**config.mk**
```make
export PLATFORM = sky130hd
export DESIGN_NAME = ultrasonic_echo_ranger
export DESIGN_NICKNAME = d
export VERILOG_FILES = /design/src/design/uer_pkg.sv /design/src/design/uer_in_reg.sv /design/src/design/uer_core.sv /design/src/design/uer_out_reg.sv /design/src/design/ultrasonic_echo_ranger.sv
export VERILOG_INCLUDE_DIRS = /design/src /design/src/design
export SDC_FILE = /design/constraint.sdc
export NUM_CORES = 1
export LEC_CHECK = 0
export CORE_UTILIZATION = 50
export DETAILED_ROUTE_END_ITERATION = 10
export DONT_BUFFER_PORTS = 1
export GPL_TIMING_DRIVEN = 1
export PLACE_DENSITY = 0.75
export SYNTH_ARGS = -nofsm -noshare
export SYNTH_HDL_FRONTEND = slang
export SYNTH_SLANG_ARGS = --single-unit
```
**constraint.sdc**
```tcl
create_clock -name clk -period 4.3 [get_ports clk]
set_input_delay 0.43 -clock clk [delete_from_list [all_inputs] [get_ports clk]]
set_output_delay 0.43 -clock clk [all_outputs]
set_load 0.1 [all_outputs]
```
**src/design/ultrasonic_echo_ranger_macros.svh**
```systemverilog
// Assertion macros for the ultrasonic echo ranger.
// Included by the top level; expects clk and rst in scope at the point of use.
`ifndef ULTRASONIC_ECHO_RANGER_MACROS_SVH
`define ULTRASONIC_ECHO_RANGER_MACROS_SVH

`ifndef SYNTH

// Consequent must hold in the same cycle as the antecedent.
`define UER_ASSERT_NOW(label, ante, cons) \
  label: assert property (@(posedge clk) disable iff (rst) (ante) |-> (cons)) \
    else $error("ultrasonic_echo_ranger: same-cycle check failed");

// Consequent must hold in the cycle after the antecedent.
`define UER_ASSERT_NEXT(label, ante, cons) \
  label: assert property (@(posedge clk) disable iff (rst) (ante) |=> (cons)) \
    else $error("ultrasonic_echo_ranger: next-cycle check failed");

`else

`define UER_ASSERT_NOW(label, ante, cons)
`define UER_ASSERT_NEXT(label, ante, cons)

`endif

`endif

```
**src/design/uer_pkg.sv**
```systemverilog
// Shared types, codes and widths for the ultrasonic echo ranger.
// No dependencies; used by every module of the block.
`timescale 1ns / 1ps

package uer_pkg;

  // Widths of the idle counter and of the edge timestamps.
  localparam int TICK_COUNT_WIDTH = 16;
  localparam int STAMP_WIDTH      = 64;

  // Port widths fixed by the interface.
  localparam int CFG_WIDTH   = 16;
  localparam int TIME_WIDTH  = 64;
  localparam int PADDR_WIDTH = 3;
  localparam int PDATA_WIDTH = 32;

  // Common width for comparing the idle count against a limit register.
  localparam int CMP_WIDTH = (TICK_COUNT_WIDTH > CFG_WIDTH) ? TICK_COUNT_WIDTH : CFG_WIDTH;

  // Item kinds.
  localparam logic MODE_TICK = 1'b0;
  localparam logic MODE_EDGE = 1'b1;

  // Edge kinds; any other code is an unknown edge.
  localparam logic [1:0] EDGE_RISING  = 2'd0;
  localparam logic [1:0] EDGE_FALLING = 2'd1;

  // Register select, taken from paddr[2].
  localparam logic REG_ACTIVE   = 1'b0;
  localparam logic REG_INACTIVE = 1'b1;

  // Reset values of the limit registers.
  localparam logic [CFG_WIDTH-1:0] ACTIVE_RESET   = CFG_WIDTH'(10);
  localparam logic [CFG_WIDTH-1:0] INACTIVE_RESET = CFG_WIDTH'(60);

  typedef enum logic [2:0] {
    ST_NONE    = 3'd0,
    ST_WIDTH   = 3'd1,
    ST_ZERO    = 3'd2,
    ST_UNKNOWN = 3'd3,
    ST_TOGGLE  = 3'd4
  } status_t;

  // One input beat.
  typedef struct packed {
    logic                  mode;
    logic [1:0]            edge_kind;
    logic [TIME_WIDTH-1:0] edge_time;
  } item_t;

  // One result beat.
  typedef struct packed {
    logic                  trigger_level;
    status_t               status;
    logic [TIME_WIDTH-1:0] pulse_width;
  } result_t;

endpackage

```
**src/design/uer_in_reg.sv**
```systemverilog
// Input register stage of the ultrasonic echo ranger.
// Depends on uer_pkg for the item type.
`timescale 1ns / 1ps

module uer_in_reg (
  input  logic          clk,
  input  logic          rst,
  input  logic          in_valid,
  output logic          in_ready,
  input  uer_pkg::item_t in_item,
  input  logic          advance,
  output logic          held_valid,
  output uer_pkg::item_t held_item
);
  import uer_pkg::*;

  // The stage takes a new beat when empty or when its beat moves on.
  assign in_ready = !held_valid || advance;

  // Valid flag.
  always_ff @(posedge clk) begin
    if (rst) begin
      held_valid <= 1'b0;
    end else if (in_ready) begin
      held_valid <= in_valid;
    end
  end

  // Payload, no reset needed.
  always_ff @(posedge clk) begin
    if (in_valid && in_ready) begin
      held_item <= in_item;
    end
  end

endmodule

```
**src/design/uer_core.sv**
```systemverilog
// Trigger timing and echo width logic with its state registers.
// Depends on uer_pkg for types, codes and widths.
`timescale 1ns / 1ps

module uer_core (
  input  logic                              clk,
  input  logic                              rst,
  input  logic                              fire,
  input  uer_pkg::item_t                    item,
  input  logic [uer_pkg::CFG_WIDTH-1:0]     active_ticks,
  input  logic [uer_pkg::CFG_WIDTH-1:0]     inactive_ticks,
  output uer_pkg::result_t                  res,
  output logic                              trigger_now
);
  import uer_pkg::*;

  logic                        trigger_state, trigger_state_next;
  logic [TICK_COUNT_WIDTH-1:0] idle_count, idle_count_next;
  logic [STAMP_WIDTH-1:0]      rise_stamp, rise_stamp_next;
  logic [1:0]                  previous_edge, previous_edge_next;

  logic [TICK_COUNT_WIDTH-1:0] count_inc;
  logic [CFG_WIDTH-1:0]        limit;
  logic [STAMP_WIDTH-1:0]      stamp;
  logic [STAMP_WIDTH-1:0]      diff;
  logic                        later;

  assign trigger_now = trigger_state;

  // Saturating tick count, the limit for the present level, and the width.
  assign count_inc = (idle_count != '1) ? idle_count + 1'b1 : idle_count;
  assign limit     = trigger_state ? active_ticks : inactive_ticks;
  assign stamp     = item.edge_time[STAMP_WIDTH-1:0];
  assign later     = stamp > rise_stamp;
  assign diff      = stamp - rise_stamp;

  // Next state and result for the held beat.
  always_comb begin
    trigger_state_next = trigger_state;
    idle_count_next    = idle_count;
    rise_stamp_next    = rise_stamp;
    previous_edge_next = previous_edge;
    res.trigger_level  = trigger_state;
    res.status         = ST_NONE;
    res.pulse_width    = '0;
    if (item.mode == MODE_TICK) begin
      idle_count_next = count_inc;
      if (CMP_WIDTH'(count_inc) >= CMP_WIDTH'(limit)) begin
        trigger_state_next = !trigger_state;
        idle_count_next    = '0;
        res.status         = ST_TOGGLE;
      end
    end else begin
      idle_count_next    = '0;
      previous_edge_next = item.edge_kind;
      case (item.edge_kind)
        EDGE_RISING: begin
          rise_stamp_next = stamp;
        end
        EDGE_FALLING: begin
          if (previous_edge == EDGE_RISING) begin
            if (later) begin
              res.status      = ST_WIDTH;
              res.pulse_width = TIME_WIDTH'(diff);
            end else begin
              res.status = ST_ZERO;
            end
          end
        end
        default: begin
          res.status = ST_UNKNOWN;
        end
      endcase
    end
    res.trigger_level = trigger_state_next;
  end

  // State registers advance once per beat that moves to the output.
  always_ff @(posedge clk) begin
    if (rst) begin
      trigger_state <= 1'b1;
      idle_count    <= '0;
      rise_stamp    <= '0;
      previous_edge <= EDGE_FALLING;
    end else if (fire) begin
      trigger_state <= trigger_state_next;
      idle_count    <= idle_count_next;
      rise_stamp    <= rise_stamp_next;
      previous_edge <= previous_edge_next;
    end
  end

endmodule

```
**src/design/uer_out_reg.sv**
```systemverilog
// Result register of the ultrasonic echo ranger.
// Depends on uer_pkg for the result type.
`timescale 1ns / 1ps

module uer_out_reg (
  input  logic             clk,
  input  logic             rst,
  input  logic             load_valid,
  output logic             can_load,
  input  uer_pkg::result_t res_next,
  output logic             out_valid,
  input  logic             out_ready,
  output uer_pkg::result_t res
);
  import uer_pkg::*;

  // A new result may enter when the register is empty or its beat leaves.
  assign can_load = !out_valid || out_ready;

  // Valid flag.
  always_ff @(posedge clk) begin
    if (rst) begin
      out_valid <= 1'b0;
    end else if (can_load) begin
      out_valid <= load_valid;
    end
  end

  // Payload.
  always_ff @(posedge clk) begin
    if (load_valid && can_load) begin
      res <= res_next;
    end
  end

endmodule

```
**src/design/ultrasonic_echo_ranger.sv**
```systemverilog
// Ultrasonic echo ranger: drives the trigger and times echo pulses, one result per beat.
// It accepts one item every clock cycle while the receiver keeps taking results, and returns each
// result through the input register followed by the result register; the only wide path is
// one 64-bit compare and subtract on the echo timestamp. Ready falls only while the
// result register is full and not taken. The limit registers sit on an APB port at
// byte 0 (active_ticks) and byte 4 (inactive_ticks) and should be written only when idle.
// Depends on uer_pkg, uer_in_reg, uer_core, uer_out_reg and the assertion macro header.
`timescale 1ns / 1ps
`include "ultrasonic_echo_ranger_macros.svh"

module ultrasonic_echo_ranger (
  input  logic                                clk,
  input  logic                                rst,
  // Item channel.
  input  logic                                in_valid,
  output logic                                in_ready,
  input  logic                                mode,
  input  logic [1:0]                          edge_kind,
  input  logic [uer_pkg::TIME_WIDTH-1:0]      edge_time,
  // Result channel.
  output logic                                out_valid,
  input  logic                                out_ready,
  output logic                                trigger_level,
  output logic [2:0]                          status,
  output logic [uer_pkg::TIME_WIDTH-1:0]      pulse_width,
  // Configuration port.
  input  logic                                psel,
  input  logic                                penable,
  input  logic                                pwrite,
  input  logic [uer_pkg::PADDR_WIDTH-1:0]     paddr,
  input  logic [uer_pkg::PDATA_WIDTH-1:0]     pwdata,
  output logic [uer_pkg::PDATA_WIDTH-1:0]     prdata,
  output logic                                pready
);
  import uer_pkg::*;

  item_t                in_item;
  item_t                held_item;
  logic                 held_valid;
  logic                 can_load;
  logic                 fire;
  result_t              res_next;
  result_t              res;
  logic                 trigger_now;
  logic [CFG_WIDTH-1:0] active_ticks;
  logic [CFG_WIDTH-1:0] inactive_ticks;
  logic                 cfg_write;

  // Limit registers behind the APB port.
  assign pready    = 1'b1;
  assign cfg_write = psel && penable && pwrite && pready;
  assign prdata    = (paddr[2] == REG_INACTIVE) ? PDATA_WIDTH'(inactive_ticks)
                                                : PDATA_WIDTH'(active_ticks);

  always_ff @(posedge clk) begin
    if (rst) begin
      active_ticks   <= ACTIVE_RESET;
      inactive_ticks <= INACTIVE_RESET;
    end else if (cfg_write) begin
      if (paddr[2] == REG_ACTIVE) begin
        active_ticks <= pwdata[CFG_WIDTH-1:0];
      end else begin
        inactive_ticks <= pwdata[CFG_WIDTH-1:0];
      end
    end
  end

  // Pack the input beat.
  assign in_item.mode      = mode;
  assign in_item.edge_kind = edge_kind;
  assign in_item.edge_time = edge_time;

  // The held beat is processed when the result register can take it.
  assign fire = held_valid && can_load;

  uer_in_reg u_in_reg (
    .clk        (clk),
    .rst        (rst),
    .in_valid   (in_valid),
    .in_ready   (in_ready),
    .in_item    (in_item),
    .advance    (fire),
    .held_valid (held_valid),
    .held_item  (held_item)
  );

  uer_core u_core (
    .clk            (clk),
    .rst            (rst),
    .fire           (fire),
    .item           (held_item),
    .active_ticks   (active_ticks),
    .inactive_ticks (inactive_ticks),
    .res            (res_next),
    .trigger_now    (trigger_now)
  );

  uer_out_reg u_out_reg (
    .clk        (clk),
    .rst        (rst),
    .load_valid (held_valid),
    .can_load   (can_load),
    .res_next   (res_next),
    .out_valid  (out_valid),
    .out_ready  (out_ready),
    .res        (res)
  );

  // Unpack the result beat.
  assign trigger_level = res.trigger_level;
  assign status        = res.status;
  assign pulse_width   = res.pulse_width;

  // A reported width is never zero.
  `UER_ASSERT_NOW(a_width_nonzero, out_valid && res.status == ST_WIDTH, pulse_width != '0)

  // Every other status carries a zero width.
  `UER_ASSERT_NOW(a_width_only_reported, out_valid && res.status != ST_WIDTH, pulse_width == '0)

  // The trigger level moves only with a toggle result.
  `UER_ASSERT_NOW(a_level_follows_toggle, fire && res_next.status != ST_TOGGLE, res_next.trigger_level == trigger_now)

  // After a processed beat the trigger state matches the level just reported.
  `UER_ASSERT_NEXT(a_state_matches_result, fire, trigger_now == res.trigger_level)

endmodule

```
=== Word level (Yosys, flattened, before mapping) ===
Index checks and enable logic that the tools add are counted.

* Register bits after elaboration: 252
* Output and inout port bits: 103

* Add/subtract/negate cells: 2
* Magnitude comparators: 2
* Eq/ne operators: 2
* Multiplexer cells: 13
* Bitwise logic cells: 1
* Reduce and logical (&&, ||, !) cells: 16

{| class="wikitable"
|+ Operators with widths
! operator !! count
|-
| 2-to-1 mux 16 bit || 5
|-
| 2-to-1 mux 66 bit || 1
|-
| > comparator 64 bit || 1
|-
| 2-to-1 mux 64 bit || 1
|-
| subtractor 64 bit || 1
|-
| adder 16 x 1 -> 16 bit (second input constant) || 1
|-
| greater-or-equal comparator 16 bit || 1
|-
| != test 16 bit (second input constant) || 1
|-
| 2-to-1 mux 3 bit || 2
|-
| case mux 3 bit (2 select lines) || 1
|-
| AND reduction 2 bit || 3
|-
| logical AND 1 bit || 4
|-
| logical NOT 2 bit || 2
|-
| AND reduction 4 bit || 1
|-
| logical NOT 1 bit || 3
|-
| AND reduction 3 bit || 1
|-
| equality test 2 x 1 -> 1 bit (second input constant) || 1
|-
| logical OR 1 bit || 2
|-
| 2-to-1 mux 1 bit || 2
|-
| 2-to-1 mux 2 bit || 1
|-
| NOT 1 bit || 1
|}

=== Longest topological paths before layout ===
* Depth in word-level cells: 5
* Mapped depth: 20
* Gate-level depth less buffers: 17

=== Modules after synthesis ===
From an unflattened synthesis, not the netlist that was laid out.

* Cells, all modules: 1,522
* Area total of the unflattened synthesis: 14,081.0 µm²

{| class="wikitable"
|+ Modules (own cells, without submodules)
! module !! instances !! cells each !! area each (µm²)
|-
| uer_core || 1 || 1,211 || 8,217.9
|-
| uer_out_reg || 1 || 73 || 2,097.0
|-
| uer_in_reg || 1 || 72 || 2,067.0
|-
| ultrasonic_echo_ranger || 1 || 166 || 1,699.1
|}

=== Worst setup path before layout ===
No wires, ideal clock.

* Path type: register to register
* From: register u_core.idle_count[5]
* To: register u_core.idle_count[10]
* Setup time: 0.075 ns
* Arrival time: 3.934 ns
* Data required time: 4.225 ns
* Path slack: 0.290 ns
* Cell stages (with the launch flop): 21
* Period minus slack after synthesis: 4.010 ns
* Path through: dfxtp_1 -> clkbuf_1 -> and4_1 -> nand3_1 -> nor2_1 -> nand4_1 -> clkbuf_1 -> nand4_1 -> nor3_1 -> xor2_1 -> ha_1 -> a21o_1 -> a21o_1 -> a21o_1 -> a21o_1 -> a21oi_1 -> o21ai_0 -> a211oi_2 -> clkbuf_1 -> nand3_1 -> a21oi_1

* Cells in the longest elaborated chain, start to end: 5

{| class="wikitable"
|+ Ends and longest elaborated chain
! element !! line !! text
|-
| start: declaration || uer_core.sv:18 || <nowiki>logic [TICK_COUNT_WIDTH-1:0] idle_count, idle_count_next;</nowiki>
|-
| start signal: assignment || uer_core.sv:87 || <nowiki>idle_count <= idle_count_next;</nowiki>
|-
| adder 16 x 1 -> 16 bit / != test 16 bit (equally long branches) || uer_core.sv:31 || <nowiki>assign count_inc = (idle_count != '1) ? idle_count + 1'b1 : idle_count;</nowiki>
|-
| 2-to-1 mux 16 bit * || uer_core.sv:31 ||
|-
| greater-or-equal comparator 16 bit || uer_core.sv:48 || <nowiki>if (CMP_WIDTH'(count_inc) >= CMP_WIDTH'(limit)) begin</nowiki>
|-
| 2-to-1 mux 16 bit * || uer_core.sv:48 ||
|-
| 2-to-1 mux 16 bit * || uer_core.sv:46 || <nowiki>if (item.mode == MODE_TICK) begin</nowiki>
|}

Mark *: on every way between the ends. The rest lies on a longest branch, timed or not.
A chain may end at the register's enable or synchronous reset.

=== Worst setup path after layout ===
* From: register u_core.idle_count[5]
* To: register u_core.idle_count[3]

The elaborated chain is that of the path after synthesis.

==> results.md <==
* Status: finished clean
* Top cells by area, synth: edfxtp_1 (29%), dfxtp_1 (17%), nand2_1 (7.4%)
* Worst-path fanout max at 10
* Layout filler cell count at roughly 2300
* Synth Area in Simple Gates at 0.185
* Final wirelength at 33.8 mm
* Hold_ws at 24.0 ps
* Layout cells sized above 1 at 0.0592
* CP required at roughly 4800 ps
* Via count at approximately 11000
* Min Tclk post-route at roughly 4000 ps
* Setup CP Type: reg2reg
* Largest net degree at the start of global routing at between 100 and 150
* Post-synthesis sequential area ratio at 0.461
* Core Footprint at between 20000 and 30000 um2
* Area leader, netlist: edfxtp_1
* Critical path's top delay family: compound AO/OA/AOI/OAI gates
* Setup ws final at around 300 ps
* Wirelength per Cell at 16.9 um
* Compound-Gate Fraction of Synth Area at 0.155
* #FFs+latches synth at ~250
* Mapped Area at around 14000 um2
* Largest family of logic cells by synthesized area: simple AND/OR/NAND/NOR gates
* Worst-path clk slew at 70 ps
* Die X at about 170 um
* Worst rel slew slack at 0.151
* Flop pwr share at 0.463
* Final Power at 6.18 mW
* Routed via count divided by cell count at ~5.6
* Clock latency on the worst-skew pair at around 560 ps
* CTS buffer count at 28
* Launching point of the worst reg2reg path: u_core.idle_count[5]
* Reg2reg setup slack at 300 ps
* Slowest-stage cell, CP: dfxtp_1
* Root Driver: clkbuf_16
* Most used DFF post-synth: edfxtp_1
* First DRT Iteration DRCs at about 840
* Layout area overhead at 15.2%
* Peak VDD IR at approximately 0.36 mV
* DRC violation count after routing at 0
* Critical Path Source: u_core.idle_count[5]
* Synth cell types at 64
* HP Class: in2reg
* Clock Skews at between 30 and 40 ps
* Min-Delay Path Depth at 2
* Syn avg cell area at roughly 9 um2
* Fin nets at around 1800
* Final Hold Violating Endpoints at 0
* Pre-antenna DRT Iters at 5
* Number of global-route vias before repair at ~11000
* Hold buffers post-CTS at 87
* Synthesized instance count at 1540
* Max-cap violations at 0
* Comb power frac at 0.123
* GP Congestion at 0.912
* Crit path cell chain: and4_1 -> nand3_1 -> nor2_1 -> nand4_1 -> buf_4 -> mux2_2 -> ha_1 -> a21o_1 -> a21o_1 -> a21o_1 -> a21oi_1 -> o21ai_0 -> a211oi_2 -> buf_4 -> nand3_1 -> a21oi_1
* Final Slew Violations at 0
* Post-synthesis xor/xnor area fraction at 0.0404
* Setup-failing EPs final at 0
* Critical Path End Type: flop
* Clock share of power at 0.415
* Sw Ratio at 0.278
* Worst Tran Pin Value at ~1300 ps
* TritonCTS clock tree: built
* Yosys warning count at 0
* Clk buf depth at 3
* Psw at 1.72 mW
* Unrepaired setup endpoints after global routing: no
* CP most frequent cell: a21o_1
* Synth top area share at 0.292
* Post-synthesis mux area share at 0.0262
* # rows at 60
* DP Worst Slack at approximately 380 ps
* Num ports at 212
* Crit path depth at 16
* Worst reg2reg path depth at 16
* Initial antenna violation count at 3
* Startpoint Class: flop
* Die Area at ~28000 um2
* H-tree levels at 1
* Postcts setup bufs at 0
* Post-Synth Adder-Cell Area at 0.0745
* Worst R2R End: u_core.idle_count[3]
* CP max stage delay at 470 ps
* Gates resized, CTS repair at 0
* Placed insts at roughly 1900
* GRT overflow at 0
* Port-buffer cells at 0
* Gr usage total at 0.235
* Int Pwr at about 4.5 mW
* Number of synthesized flops with an enable pin at roughly 140
* Height of the chip at between 150 and 200 um
* Setup TNS at 0 ps
* F_max at 0.250 GHz
* DP HPWL at about 23 mm
* Clk sinks at 252
* CP bufs+invs at 2
* LEAKAGE at 5.96 nW
* Non-filler cells, final at 1995
* WP data arrival at 4480 ps
* ANT nets after route at 0
* Ys async rst share at 0
* Crit path to: u_core.idle_count[3]
* Final period util at 0.931
* Global-route wire length before repair at between 50 and 60 mm
* Initial Utilization at 0.512
* P per Cell Area at between 300 and 400 nW/um2
Yosys cell counts (all sizes together), types with 10 or more instances:
cell and number:
mux2i 15, edfxtp 135, o21bai 16, mux2 19, a21oi 183, a211oi 12, nor2 121, xnor2 36
nand2b 10, o21ai 51, buf 28, a21o 37, nand4 26, o21a 14, nand2 275, nor3 24
xor2 28, inv 87, dfxtp 117, nand3 32, clkbuf 62, ha 81, and3 22
layout by cell type (no fill, tap or decap), drive strengths merged, types with 26 or more instances in the layout:
master	n
xnor2	36
nand3	32
ha	81
a21o	37
nand4	26
a21oi	183
nand2	275
inv	87
nor2	121
clkbuf	32
xor2	28
o21ai	51
edfxtp	135
dfxtp	117
dlygate4sd3	87
sequential cells by signal, summed over array words and instances (netlist names):
name / cells
u_out_reg.res: 68
u_in_reg.held_item: 67
u_core.rise_stamp: 64
active_ticks: 16
inactive_ticks: 16
u_core.idle_count: 16
u_core.previous_edge: 2
u_core.trigger_now: 1
u_in_reg.held_valid: 1
u_out_reg.out_valid: 1
power by group through the flow:
stage          clock [mW]  combinational (mW)  sequential, mW
6_report             2.56               0.759            2.86
5_1_grt              2.70               0.825            2.87
4_1_cts              2.60               0.749            2.86
3_5_place_dp            0               0.658            2.91
3_3_place_gp            0               0.652            2.91
2_1_floorplan           0               0.568            2.90
kinds of logic (layout without fill, tap and decap cells):
family                   Yosys count  in the layout
adder cells (fa/ha/maj)           82             82
flip-flops                       252            252
buffers and inverters            177            243
AO/OA/AOI/OAI                    359            359
AND/OR/NAND/NOR                  570            570
multiplexers                      34             34
XOR/XNOR                          64             64
other                              2             19
worst min-delay path by stage:
stage,startpoint,end,slack (ps)
5_1_grt,pwdata[14],active_ticks[14],10
2_1_floorplan,u_core.rise_stamp[10],u_core.rise_stamp[10],440
6_report,pwdata[7],inactive_ticks[7],20
3_5_place_dp,u_core.rise_stamp[63],u_core.rise_stamp[63],440
4_1_cts,pwdata[2],inactive_ticks[2],2
3_3_place_gp,u_core.rise_stamp[41],u_core.rise_stamp[41],440
through the flow:
stage | util | area [um2]
after global routing | 0.590 | 16000
after CTS | 0.589 | 16000
after floorplan | - | 13900
after global placement | 0.520 | 14100
final | 0.590 | 16000
after detailed placement | 0.520 | 14100
routing by layer:
layer  track usage  vias to the layer above  share of wire
li1              -                     5494              -
met1         0.309                     5238           0.44
met2         0.399                      375           0.48
met3        0.0344                       55          0.055
met4        0.0715                        0          0.026
met5             0                        -              0
final cells by class:
class	instances	area [um2]	area share
Antenna cell	2	5.00	0.000313
Clock buffer	32	726	0.0454
Clock inverter	20	268	0.0168
Inverter	87	328	0.0205
Multi-Input combinational cell	1126	6760	0.423
Sequential cell	252	6400	0.400
Tap cell	372	465	0.0291
Timing Repair Buffer	104	1030	0.0645
Note: power is estimated with default switching activity, not from simulation.
